$ cat src/rtl/core/hashed_page_slot_cache_defines.svh
// ----------------------------------------------------------------------------
// Page slot cache assertion macros
// Shared assertion forms for the page slot cache RTL. Each macro samples on
// clk and is disabled while rst_n is low.
// ----------------------------------------------------------------------------
`ifndef HASHED_PAGE_SLOT_CACHE_DEFINES_SVH
`define HASHED_PAGE_SLOT_CACHE_DEFINES_SVH

// A condition that holds at every clock edge.
`define HPSC_ALWAYS(lbl, cond, msg) \
  lbl: assert property (@(posedge clk) disable iff (!rst_n) (cond)) else $error(msg);

// A condition that implies another at the same clock edge.
`define HPSC_IMPLY(lbl, ante, cons, msg) \
  lbl: assert property (@(posedge clk) disable iff (!rst_n) (ante) |-> (cons)) \
    else $error(msg);

// A condition that implies another at the next clock edge.
`define HPSC_IMPLY_NEXT(lbl, ante, cons, msg) \
  lbl: assert property (@(posedge clk) disable iff (!rst_n) (ante) |=> (cons)) \
    else $error(msg);

`endif

$ cat src/rtl/core/hpsc_pkg.sv
// ----------------------------------------------------------------------------
// Page slot cache package
// Transfer payload types, request and status codes and default sizes.
// ----------------------------------------------------------------------------
package hpsc_pkg;

  localparam int MAX_SLOTS_DEF    = 1024;
  localparam int HASH_BUCKETS_DEF = 256;

  localparam int REQ_W       = 2;
  localparam int PAGE_KEY_W  = 32;
  localparam int SLOT_W      = 10;
  localparam int STATUS_W    = 3;
  localparam int MAX_PAGES_W = 11;

  localparam logic [MAX_PAGES_W-1:0] MAX_PAGES_RST = 11'd1024;

  localparam logic [REQ_W-1:0] REQ_GET   = 2'd0;
  localparam logic [REQ_W-1:0] REQ_FETCH = 2'd1;
  localparam logic [REQ_W-1:0] REQ_UNPIN = 2'd2;

  localparam logic [STATUS_W-1:0] ST_HIT       = 3'd0;
  localparam logic [STATUS_W-1:0] ST_MISS      = 3'd1;
  localparam logic [STATUS_W-1:0] ST_NEW       = 3'd2;
  localparam logic [STATUS_W-1:0] ST_FULL      = 3'd3;
  localparam logic [STATUS_W-1:0] ST_UNPIN_ERR = 3'd4;

  typedef struct packed {
    logic [REQ_W-1:0]      req_type;
    logic [PAGE_KEY_W-1:0] page_key;
    logic [SLOT_W-1:0]     slot_index;
  } in_item_t;

  typedef struct packed {
    logic [STATUS_W-1:0] status;
    logic [SLOT_W-1:0]   slot;
  } out_item_t;

endpackage

$ cat src/rtl/core/hpsc_hash.sv
// ----------------------------------------------------------------------------
// Page slot cache bucket hash
// Reduces a page key modulo the bucket count with one shared multiplier:
// a reciprocal multiply, a multiply back by the bucket count and a single
// compare and subtract correction.
// ----------------------------------------------------------------------------
module hpsc_hash import hpsc_pkg::*; #(
  parameter int HASH_BUCKETS = HASH_BUCKETS_DEF
) (
  input  logic                            clk,
  input  logic                            rst_n,
  input  logic                            go,
  input  logic [PAGE_KEY_W-1:0]           key,
  output logic                            done,
  output logic [$clog2(HASH_BUCKETS)-1:0] bucket
);

  localparam int BW  = $clog2(HASH_BUCKETS);
  localparam int HSH = PAGE_KEY_W + BW;
  localparam int MW  = PAGE_KEY_W + 1;
  localparam int PW  = MW + PAGE_KEY_W;
  localparam logic [63:0]           RECIP_W = (64'd1 << HSH) / 64'(HASH_BUCKETS);
  localparam logic [MW-1:0]         RECIP   = RECIP_W[MW-1:0];
  localparam logic [MW-1:0]         NB_M    = MW'(HASH_BUCKETS);
  localparam logic [PAGE_KEY_W-1:0] NB_K    = PAGE_KEY_W'(HASH_BUCKETS);

  typedef enum logic [1:0] {PH_IDLE, PH_MUL, PH_QB, PH_RED} phase_t;

  phase_t                ph_r;
  logic [PAGE_KEY_W-1:0] key_r;
  logic [PW-1:0]         prod_r;
  logic [BW-1:0]         bucket_r;
  logic                  done_r;

  logic [PAGE_KEY_W-1:0] mul_a;
  logic [MW-1:0]         mul_b;
  logic [PW-1:0]         mul_p;
  logic [PAGE_KEY_W-1:0] quot;
  logic [PAGE_KEY_W-1:0] diff;
  logic [PAGE_KEY_W-1:0] red;

  assign quot  = PAGE_KEY_W'(prod_r >> HSH);
  assign mul_a = (ph_r == PH_MUL) ? key_r : quot;
  assign mul_b = (ph_r == PH_MUL) ? RECIP : NB_M;
  assign mul_p = PW'(mul_a) * PW'(mul_b);
  assign diff  = key_r - prod_r[PAGE_KEY_W-1:0];
  assign red   = (diff >= NB_K) ? (diff - NB_K) : diff;

  always_ff @(posedge clk) begin
    if (!rst_n) begin
      ph_r   <= PH_IDLE;
      done_r <= 1'b0;
    end else begin
      done_r <= 1'b0;
      case (ph_r)
        PH_IDLE: begin
          if (go) begin
            key_r <= key;
            ph_r  <= PH_MUL;
          end
        end
        PH_MUL: begin
          prod_r <= mul_p;
          ph_r   <= PH_QB;
        end
        PH_QB: begin
          prod_r <= mul_p;
          ph_r   <= PH_RED;
        end
        PH_RED: begin
          bucket_r <= BW'(red);
          done_r   <= 1'b1;
          ph_r     <= PH_IDLE;
        end
        default: ph_r <= PH_IDLE;
      endcase
    end
  end

  assign done   = done_r;
  assign bucket = bucket_r;

endmodule
$ cat config.mk
export PLATFORM = sky130hd
export DESIGN_NAME = hpsc_hash
export DESIGN_NICKNAME = d
export VERILOG_FILES = /design/src/rtl/core/hashed_page_slot_cache_defines.svh /design/src/rtl/core/hpsc_pkg.sv /design/src/rtl/core/hpsc_hash.sv
export SDC_FILE = /design/constraint.sdc
export NUM_CORES = 1
export LEC_CHECK = 0
export BUFFER_PORTS_ARGS = -buffer_cell sky130_fd_sc_hd__buf_2
export CORE_UTILIZATION = 39
export DETAILED_ROUTE_END_ITERATION = 6
export PLACE_DENSITY = 0.75
export SYNTH_ARGS = -nofsm -noshare
export SYNTH_HDL_FRONTEND = slang
export SYNTH_SLANG_ARGS = --single-unit
$ cat constraint.sdc
create_clock -name clk -period 1.4 [get_ports clk]
set_input_delay 0.28 -clock clk [delete_from_list [all_inputs] [get_ports clk]]
set_output_delay 0.28 -clock clk [all_outputs]
set_load 0.005 [all_outputs]
==> flow_metrics.env, run 1 <==
export IMPL_status="finished with violations"
export IMPL_violations="DRC"
export IMPL_tightest_slew_ns=0.3487
export IMPL_p_comb_share_pct=17.8
export IMPL_postCtsResizedCells=0
export IMPL_track_usage_pct=10.39
export IMPL_h_tree_depth=1
export IMPL_slew_headroom_pct=76.75
export IMPL_start_kind="flip-flop"
export IMPL_grt_pass1_wl_um=1331
export IMPL_worstPathRequired_ns=1.39
export IMPL_drtAntennaViolNets=0
export IMPL_worstPathArrival_ns=1.24
export IMPL_dieArea_um2=1886
export IMPL_setup_violations_final=0
export IMPL_antenna_found_initial=0
export IMPL_cts_sinks=19
export IMPL_slew_violations=0
export IMPL_synth_cell_type_count=13
export IMPL_rr_startpoint="ph_r[0]"
export IMPL_seq_power_share_pct=61.2
export IMPL_clock_fmax_mhz=800.0
export IMPL_dr_pass1_iters=6
export IMPL_io_buffers=19
export IMPL_drt_iter0_drc=15
export IMPL_p_leak_nw=0.3250
export IMPL_root_buffer="clkbuf_4"
export IMPL_p_switching_w=0.0003025
export IMPL_place_ws_ns=0.1571
export IMPL_p_int_w=0.0009229
export IMPL_period_minus_slack_ns=1.250
export IMPL_fin_ws_ns=0.1499
export IMPL_vdd_ir_drop_max_mv=1.177
export IMPL_power_density_nw_per_um2=1545
export IMPL_initial_utilization_pct=42.94
export IMPL_coreArea_um2=1559
export IMPL_hold_start="key[1]"
export IMPL_placed_cells=69
export IMPL_cts_hold_buf=0
export IMPL_grt_max_degree=12
export IMPL_fin_setup_tns_ns=0
export IMPL_r2r_slack_ns=0.15
export IMPL_cts_tree="done"
export IMPL_crit_family="flip-flops"
export IMPL_nFillCells=135
export IMPL_drc_errors=9
export IMPL_switching_share_pct=24.69
export IMPL_min_to="key_r[1]"
export IMPL_syn_nets=77
export IMPL_yosys_warnings=0
export IMPL_die_y_um=43.43
export IMPL_grt_overflow=0
export IMPL_worstSetupEndpointType="flip-flop"
export IMPL_globalplace_congestion=0.5988
export IMPL_synth_area_um2=669.4
export IMPL_clock_skew_ns=0.005225
export IMPL_area_growth_pct=18.50
export IMPL_fin_nets=96
export IMPL_min_path_type="input pin to flip-flop"
export IMPL_postCtsSetupBuffers=0
export IMPL_post_route_period_util_pct=89.29
export IMPL_cap_violations=0
export IMPL_final_hold_viol_count=0
export IMPL_pwr_share_clk_pct=21.0
export IMPL_die_w_um=43.43
export IMPL_crit_type="flip-flop to flip-flop"
export IMPL_yosysSeqAreaShare_pct=80.75
export IMPL_path_max_fanout=8
export IMPL_grt_pass1_vias=325
export IMPL_drive_above_1_share_pct=43.86
export IMPL_drt_total_wl_um=816
export IMPL_yosys_register_bits=19
export IMPL_rsz0062_at_grt="false"
export IMPL_min_path_cells=1
export IMPL_num_io_pins=44
export IMPL_clockBufferDepth=2
export IMPL_critPathSlowestCell="dfxtp_1"
export IMPL_path_cells="inv_1, ha_1, and3_2"
export IMPL_viasPerCell=4.658
export IMPL_vias=340
export IMPL_synth_area_per_cell_um2=17.16
export IMPL_clk_pin_slew_ns=0.10
export IMPL_cp_slowest_stage_delay_ns=0.35
export IMPL_drt_wirelength_per_cell_um=11.18
export IMPL_rows=14
export IMPL_clk_latency_ns=0.28
export IMPL_instances_no_fill=73
export IMPL_reg2reg_depth=3
export IMPL_n_antenna_cell=0
export IMPL_whs_ns=0.1632
export IMPL_cts_inserted_buffers=3
export IMPL_synthCells=39
export IMPL_critPathBufInv=1
export IMPL_r2r_end="key_r[7]"
## cells in the final DEF, fill, tap and decap left out
cell type,synthesis,routed
nor2b_4,1,1
clkbuf_4,0,3
ha_1,3,3
dfxtp_1,3,3
buf_2,0,19
clkinv_2,0,1
edfxtp_1,16,16
and3_2,1,1
and2_1,2,2
o21ai_0,1,1
inv_1,2,2
mux2i_1,1,1
a21oi_1,1,1
nand2_1,2,2
nor2_1,1,1
## registers in the layout, summed over array words and instances, names as in the netlist
signal / flops
bucket: 8
done: 1
key_r: 8
ph_r: 2
## cell type report
| class | count | area (µm²) | area share (%) |
|---|---|---|---|
| Multi-Input combinational cell | 13 | 102.6 | 12.93 |
| Clock inverter | 1 | 5.005 | 0.6309 |
| Timing Repair Buffer | 19 | 95.09 | 11.99 |
| Sequential cell | 19 | 540.5 | 68.14 |
| Tap cell | 16 | 20.02 | 2.524 |
| Clock buffer | 3 | 22.52 | 2.839 |
| Inverter | 2 | 7.507 | 0.9464 |
## cells in the mapped netlist, drive strengths merged
library cell  number  area share (%)
a21oi              1            0.75
and2               2             1.9
and3               1             1.1
clkbuf             5             2.8
dfxtp              3             9.0
edfxtp            16              72
ha                 3             5.6
inv                2             1.1
mux2i              1             1.5
nand2              2             1.1
nor2               1            0.56
nor2b              1             2.1
o21ai              1            0.75
## per-layer routing
metal / share of wire (%) / global-route usage, %
met5: 0 / 0
met4: 0.98 / 7.500
met2: 49 / 16.36
met1: 45 / 11.63
met3: 4.8 / 3.750
## power by group through the flow
stage	Sequential (W)	Clock (W)	Combinational, W
3_3_place_gp	0.000758	0	0.000203
3_5_place_dp	0.000762	0	0.000220
5_1_grt	0.000757	0.000303	0.000254
4_1_cts	0.000750	0.000269	0.000221
6_report	0.000750	0.000257	0.000218
2_1_floorplan	0.000756	0	0.000164
## worst max path at each step
stage	start	end	slack [ns]	cells after the start
after floorplan	ph_r[0]	key_r[0]	0.28	3
after global placement	ph_r[1]	bucket[2]	0.19	2
after detailed placement	ph_r[1]	bucket[2]	0.16	2
after CTS	ph_r[1]	bucket[5]	0.13	2
after global routing	ph_r[1]	bucket[5]	0.07	2
final	ph_r[0]	key_r[7]	0.15	3
## kinds of logic after synthesis
family / synth area share (%)
AND/OR/NAND/NOR: 6.728
adder cells (fa/ha/maj): 5.608
buffers and inverters: 3.926
multiplexers: 1.495
flip-flops: 80.75
AO/OA/AOI/OAI: 1.494
## per-stage QoR
stage / util (%) / instance area [µm²] / total power, W
finish: 50.88 / 793.3 / 0.001225
CTS: 50.88 / 793.3 / 0.001239
detailed placement: 49.12 / 765.7 / 0.0009825
global placement: 49.12 / 765.7 / 0.0009610
floorplan: - / 669.4 / 0.0009207
global route: 50.88 / 793.3 / 0.001314
Note: power is estimated with default switching activity, not from simulation.
==> run 2, diff against run 1 <==
--- a/config.mk
+++ b/config.mk
@@ -6,9 +6,10 @@
 export NUM_CORES = 1
 export LEC_CHECK = 0
 export BUFFER_PORTS_ARGS = -buffer_cell sky130_fd_sc_hd__buf_2
-export CORE_UTILIZATION = 39
+export CORE_MARGIN = 2
+export CORE_UTILIZATION = 42
 export DETAILED_ROUTE_END_ITERATION = 6
-export PLACE_DENSITY = 0.75
+export PLACE_DENSITY = 0.8
 export SYNTH_ARGS = -nofsm -noshare
 export SYNTH_HDL_FRONTEND = slang
 export SYNTH_SLANG_ARGS = --single-unit
==> constraint.sdc (replaced) <==
create_clock -name clk -period 1.6 [get_ports clk]
set_input_delay 0.32 -clock clk [delete_from_list [all_inputs] [get_ports clk]]
set_output_delay 0.32 -clock clk [all_outputs]
set_load 0.005 [all_outputs]
==> run 2 against run 1 <==
The run now ends clean. Cell area shrank 0.16%. Sequential cell count is the same. Register-to-register slack gained 0.24 ns. Final cell count is the same. Critical endpoint is now bucket[5].
==> flow_metrics.env, run 2 (synthesized netlist as in run 1, its figures left out) <==
export IMPL_track_usage_pct=9.520
export IMPL_clockBufferDepth=2
export IMPL_cts_sinks=19
export IMPL_placed_cells=69
export IMPL_worstPathRequired_ns=1.56
export IMPL_clock_fmax_mhz=825.2
export IMPL_rr_startpoint="ph_r[1]"
export IMPL_h_tree_depth=1
export IMPL_slew_violations=0
export IMPL_drc_errors=0
export IMPL_cts_tree="done"
export IMPL_dr_pass1_iters=1
export IMPL_wl_met2_um=343
export IMPL_n_antenna_cell=0
export IMPL_setup_violations_final=0
export IMPL_final_hold_viol_count=0
export IMPL_initial_utilization_pct=44.44
export IMPL_root_buffer="clkbuf_4"
export IMPL_drt_wirelength_per_cell_um=9.849
export IMPL_final_cell_mix="buf_2, edfxtp_1, ha_1, clkbuf_4, dfxtp_1"
export IMPL_viasPerCell=4.534
export IMPL_drtAntennaViolNets=0
export IMPL_cap_violations=0
export IMPL_dieArea_um2=1929
export IMPL_endpoint="bucket[5]"
export IMPL_vias=331
export IMPL_postCtsResizedCells=0
export IMPL_crit_type="flip-flop to flip-flop"
export IMPL_r2r_slack_ns=0.39
export IMPL_grt_max_degree=11
export IMPL_drt_iter0_drc=0
export IMPL_grt_overflow=0
export IMPL_path_max_fanout=8
export IMPL_hold_start="key[3]"
export IMPL_r2r_end="bucket[5]"
export IMPL_antenna_found_initial=0
export IMPL_place_ws_ns=0.3869
export IMPL_start_kind="flip-flop"
export IMPL_coreArea_um2=1506
export IMPL_clk_pin_slew_ns=0.09
export IMPL_area_growth_pct=18.32
export IMPL_dr_max_layer_used="met4"
export IMPL_rows=14
export IMPL_fin_nets=96
export IMPL_clock_skew_ns=0.002464
export IMPL_min_path_type="input pin to flip-flop"
export IMPL_die_w_um=43.92
export IMPL_io_buffers=19
export IMPL_drive_above_1_share_pct=42.11
export IMPL_tightest_slew_ns=0.3391
export IMPL_die_y_um=43.92
export IMPL_wirelength_met1_um=298
export IMPL_fin_ws_ns=0.3882
export IMPL_status="finished clean"
export IMPL_post_route_period_util_pct=75.74
export IMPL_power_density_nw_per_um2=1336
export IMPL_cts_inserted_buffers=3
export IMPL_clk_latency_ns=0.28
export IMPL_reg2reg_depth=2
export IMPL_globalplace_congestion=0.6263
export IMPL_drt_total_wl_um=719
export IMPL_period_minus_slack_ns=1.212
export IMPL_instances_no_fill=73
export IMPL_grt_pass1_vias=313
export IMPL_p_leak_nw=0.3223
export IMPL_vdd_ir_drop_max_mv=0.6253
export IMPL_final_common_cell="buf_2"
export IMPL_slew_headroom_pct=77.39
export IMPL_fin_setup_tns_ns=0
export IMPL_worstSetupEndpointType="flip-flop"
export IMPL_nFillCells=127
export IMPL_wl_met3_um=61
export IMPL_cts_hold_buf=0
export IMPL_rsz0062_at_grt="false"
export IMPL_worstPathArrival_ns=1.17
export IMPL_grt_pass1_wl_um=1255
export IMPL_postCtsSetupBuffers=0
export IMPL_worstSetupStartpoint="ph_r[1]"
export IMPL_num_io_pins=44
export IMPL_finalPower_w=0.001058
run 2: cell type report:
cell class              count  area [µm²]  area share, %
inverters                   2       7.507         0.9479
well taps                  16       20.02          2.528
clock buffers               4       26.28          3.318
flip-flops and latches     19       540.5          68.25
repair buffers             19       95.09          12.01
multi-input cells          13       102.6          12.95
run 2: routing by layer:
metal,up-vias,track usage [%]
met5,-,0
met3,3,3.750
met1,143,10.14
met4,0,7.273
li1,169,-
met2,16,15.00
run 2: worst min path at each step:
| stage | endpoint | slack [ns] | cells past startpoint |
|---|---|---|---|
| finish | key_r[3] | 0.21 | 1 |
| global route | key_r[4] | 0.18 | 1 |
| CTS | key_r[5] | 0.19 | 1 |
| detailed placement | bucket[6] | 0.41 | 0 |
| global placement | bucket[3] | 0.40 | 0 |
| floorplan | bucket[0] | 0.40 | 0 |
run 2: through the flow:
stage	area, µm²	hold slack, ns	util (%)
3_3_place_gp	765.7	0.4015	50.83
5_1_grt	792.0	0.1839	52.57
3_5_place_dp	765.7	0.4056	50.83
4_1_cts	792.0	0.1946	52.57
6_report	792.0	0.2060	52.57
2_1_floorplan	669.4	0.4003	-
run 2: power by group:
part | switching (W) | internal (W)
Combinational | 0.0000919 | 0.0000915
Sequential | 0.0000320 | 0.000622
Clock | 0.000123 | 0.0000967
run 2: critical path, stage by stage (launching register included):
cell and delay (ns):
dfxtp_1 0.39, ha_1 0.17, and2_1 0.33
==> run 3, diff against run 2 <==
--- a/config.mk
+++ b/config.mk
@@ -5,11 +5,12 @@
 export SDC_FILE = /design/constraint.sdc
 export NUM_CORES = 1
 export LEC_CHECK = 0
+export ABC_AREA = 1
 export BUFFER_PORTS_ARGS = -buffer_cell sky130_fd_sc_hd__buf_2
 export CORE_MARGIN = 2
-export CORE_UTILIZATION = 42
+export CORE_UTILIZATION = 39
 export DETAILED_ROUTE_END_ITERATION = 6
-export PLACE_DENSITY = 0.8
+export PLACE_DENSITY = 0.75
 export SYNTH_ARGS = -nofsm -noshare
 export SYNTH_HDL_FRONTEND = slang
 export SYNTH_SLANG_ARGS = --single-unit
==> constraint.sdc (replaced) <==
create_clock -name clk -period 1.25 [get_ports clk]
set_input_delay 0.25 -clock clk [delete_from_list [all_inputs] [get_ports clk]]
set_output_delay 0.25 -clock clk [all_outputs]
set_load 0.005 [all_outputs]
==> run 3 against run 2 <==
First-iteration DRC count stayed put. Routed wire length is 10% higher. Critical endpoint is now key_r[7]. Register-to-register slack worse by 0.30 ns. Global-route usage is 0.49 points lower.
==> flow_metrics.env, run 3 <==
export IMPL_syn_nets=81
export IMPL_nFillCells=142
export IMPL_slew_headroom_pct=79.65
export IMPL_postPlaceCellArea_um2=784.5
export IMPL_clock_fmax_mhz=858.2
export IMPL_pwr_share_clk_pct=19.8
export IMPL_area_growth_pct=22.64
export IMPL_drt_total_wl_um=792
export IMPL_grt_overflow=0
export IMPL_reg2reg_depth=5
export IMPL_synth_compound_area_share_pct=1.509
export IMPL_synth_area_per_cell_um2=15.42
export IMPL_viasPerCell=4.338
export IMPL_vdd_ir_drop_max_mv=0.9487
export IMPL_drt_iter0_drc=0
export IMPL_cts_tree="done"
export IMPL_cts_inserted_buffers=3
export IMPL_synthAdderAreaFrac_pct=5.660
export IMPL_period_minus_slack_ns=1.165
export IMPL_fin_nets=103
export IMPL_setup_violations_final=0
export IMPL_p_comb_share_pct=21.2
export IMPL_crit_type="flip-flop to flip-flop"
export IMPL_final_cell_mix="buf_2, edfxtp_1, inv_1"
export IMPL_synthFlopType="edfxtp_1"
export IMPL_cap_violations=0
export IMPL_initial_utilization_pct=43.02
export IMPL_p_int_w=0.001057
export IMPL_final_common_cell="buf_2"
export IMPL_grt_max_degree=11
export IMPL_die_w_um=45.24
export IMPL_clk_latency_ns=0.28
export IMPL_antenna_found_initial=0
export IMPL_dieArea_um2=2046
export IMPL_worstSetupEndpointType="flip-flop"
export IMPL_fin_area_um2=813.3
export IMPL_yosysSeqAreaShare_pct=81.51
export IMPL_clockBufferDepth=2
export IMPL_rr_startpoint="ph_r[0]"
export IMPL_drive_above_1_share_pct=45.31
export IMPL_r2r_end="key_r[7]"
export IMPL_synthCells=43
export IMPL_yosys_area_top_type="edfxtp_1"
export IMPL_synth_top_family_by_area="buffers and inverters"
export IMPL_drt_wirelength_per_cell_um=9.900
export IMPL_n_antenna_cell=0
export IMPL_min_path_type="input pin to flip-flop"
export IMPL_dp_hpwl_um=650.5
export IMPL_die_y_um=45.24
export IMPL_cts_sinks=19
export IMPL_worstPathRequired_ns=1.25
export IMPL_worstPathArrival_ns=1.17
export IMPL_endpoint="key_r[7]"
export IMPL_seq_power_share_pct=59.0
export IMPL_synth_top_cells_by_count="edfxtp_1, clkbuf_1, inv_1"
export IMPL_status="finished clean"
export IMPL_yosys_register_bits=19
export IMPL_grt_pass1_wl_um=1235
export IMPL_grt_pass1_vias=334
export IMPL_power_density_nw_per_um2=1728
export IMPL_io_buffers=19
export IMPL_start_kind="flip-flop"
export IMPL_globalplace_congestion=0.5954
export IMPL_synth_cell_type_count=12
export IMPL_synth_area_um2=663.1
export IMPL_synth_edf_count=16
export IMPL_fin_setup_tns_ns=0
export IMPL_drc_errors=0
export IMPL_muxShareOfSynthArea_pct=0
export IMPL_coreArea_um2=1541
export IMPL_vias=347
export IMPL_root_buffer="clkbuf_4"
export IMPL_dr_pass1_iters=1
export IMPL_postCtsSetupBuffers=0
export IMPL_p_switching_w=0.0003476
export IMPL_p_leak_nw=0.3542
export IMPL_clock_skew_ns=0.001941
export IMPL_yosys_area_top_type_share_pct=72.45
export IMPL_rsz0062_at_grt="false"
export IMPL_final_hold_viol_count=0
export IMPL_yosys_warnings=0
export IMPL_synth_async_sr_flop_share_pct=0
export IMPL_clk_pin_slew_ns=0.09
export IMPL_worstSetupStartpoint="ph_r[0]"
export IMPL_rows=14
export IMPL_r2r_slack_ns=0.08
export IMPL_post_route_period_util_pct=93.22
export IMPL_tightest_slew_ns=0.3049
export IMPL_num_io_pins=44
export IMPL_slew_violations=0
export IMPL_synthSimpleGateAreaFrac_pct=5.094
export IMPL_path_max_fanout=5
export IMPL_yosysMostFrequentCell="edfxtp_1"
export IMPL_netlist_top_cells_area="edfxtp_1, dfxtp_1, ha_1"
export IMPL_drtAntennaViolNets=0
export IMPL_hold_start="key[3]"
export IMPL_synth_xor_area_share_pct=0
export IMPL_h_tree_depth=1
export IMPL_track_usage_pct=9.030
export IMPL_switching_share_pct=24.74
export IMPL_min_path_cells=1
run 3: critical path, cell delays in order (launching register included):
cell and delay, ns:
dfxtp_1 0.32, inv_1 0.10, ha_2 0.18, nand2_1 0.05
nor2_2 0.09, buf_4 0.15
run 3: logic make-up after synthesis:
family                     after synthesis
AOI/OAI and AO/OA                        2
adders and majority gates                3
buffers and inverters                   11
DFF                                     19
and+or+nand+nor                          8
run 3: final cells by class:
class | count | area [µm²] | share of cell area, %
well taps | 16 | 20.02 | 2.462
multi-input cells | 13 | 86.33 | 10.62
clock buffers | 4 | 26.28 | 3.231
inverters | 6 | 22.52 | 2.769
flip-flops and latches | 19 | 540.5 | 66.46
repair buffers | 22 | 117.6 | 14.46
run 3: metrics by stage:
stage          utilization [%]  hold WS [ns]  setup slack [ns]  instances  total power [W]
3_3_place_gp             50.89        0.4010            0.1124         76         0.001126
3_5_place_dp             50.89        0.4084           0.07975         76         0.001145
6_report                 52.76        0.1427           0.08473         80         0.001405
4_1_cts                  52.60        0.1314           0.06944         80         0.001425
5_1_grt                  52.76        0.1228          0.007347         80         0.001508
2_1_floorplan                -        0.3489           0.01185         43         0.001028
run 3: repair_timing:
item                       in CTS  in global routing
hold buffers                    0                  0
setup endpoints to repair       0                  5
resized for setup               0                  1
run 3: routing by layer:
layer,track usage [%],wire (µm),share of wire (%)
met2,18.57,450,57
met1,7.105,293,37
met4,3.529,0,0
met5,0,0,0
met3,3.600,48,6.1
run 3: how the worst min path moves through the flow:
stage and endpoint:
4_1_cts key_r[4], 5_1_grt key_r[7], 3_5_place_dp bucket[0], 2_1_floorplan key_r[0]
3_3_place_gp bucket[6], 6_report key_r[3]
run 3: power by group through the flow:
stage | logic, W | clock network (W) | registers (W)
6_report | 0.000297 | 0.000279 | 0.000829
5_1_grt | 0.000349 | 0.000322 | 0.000837
4_1_cts | 0.000299 | 0.000294 | 0.000831
3_5_place_dp | 0.000299 | 0 | 0.000846
3_3_place_gp | 0.000288 | 0 | 0.000837
2_1_floorplan | 0.000189 | 0 | 0.000839
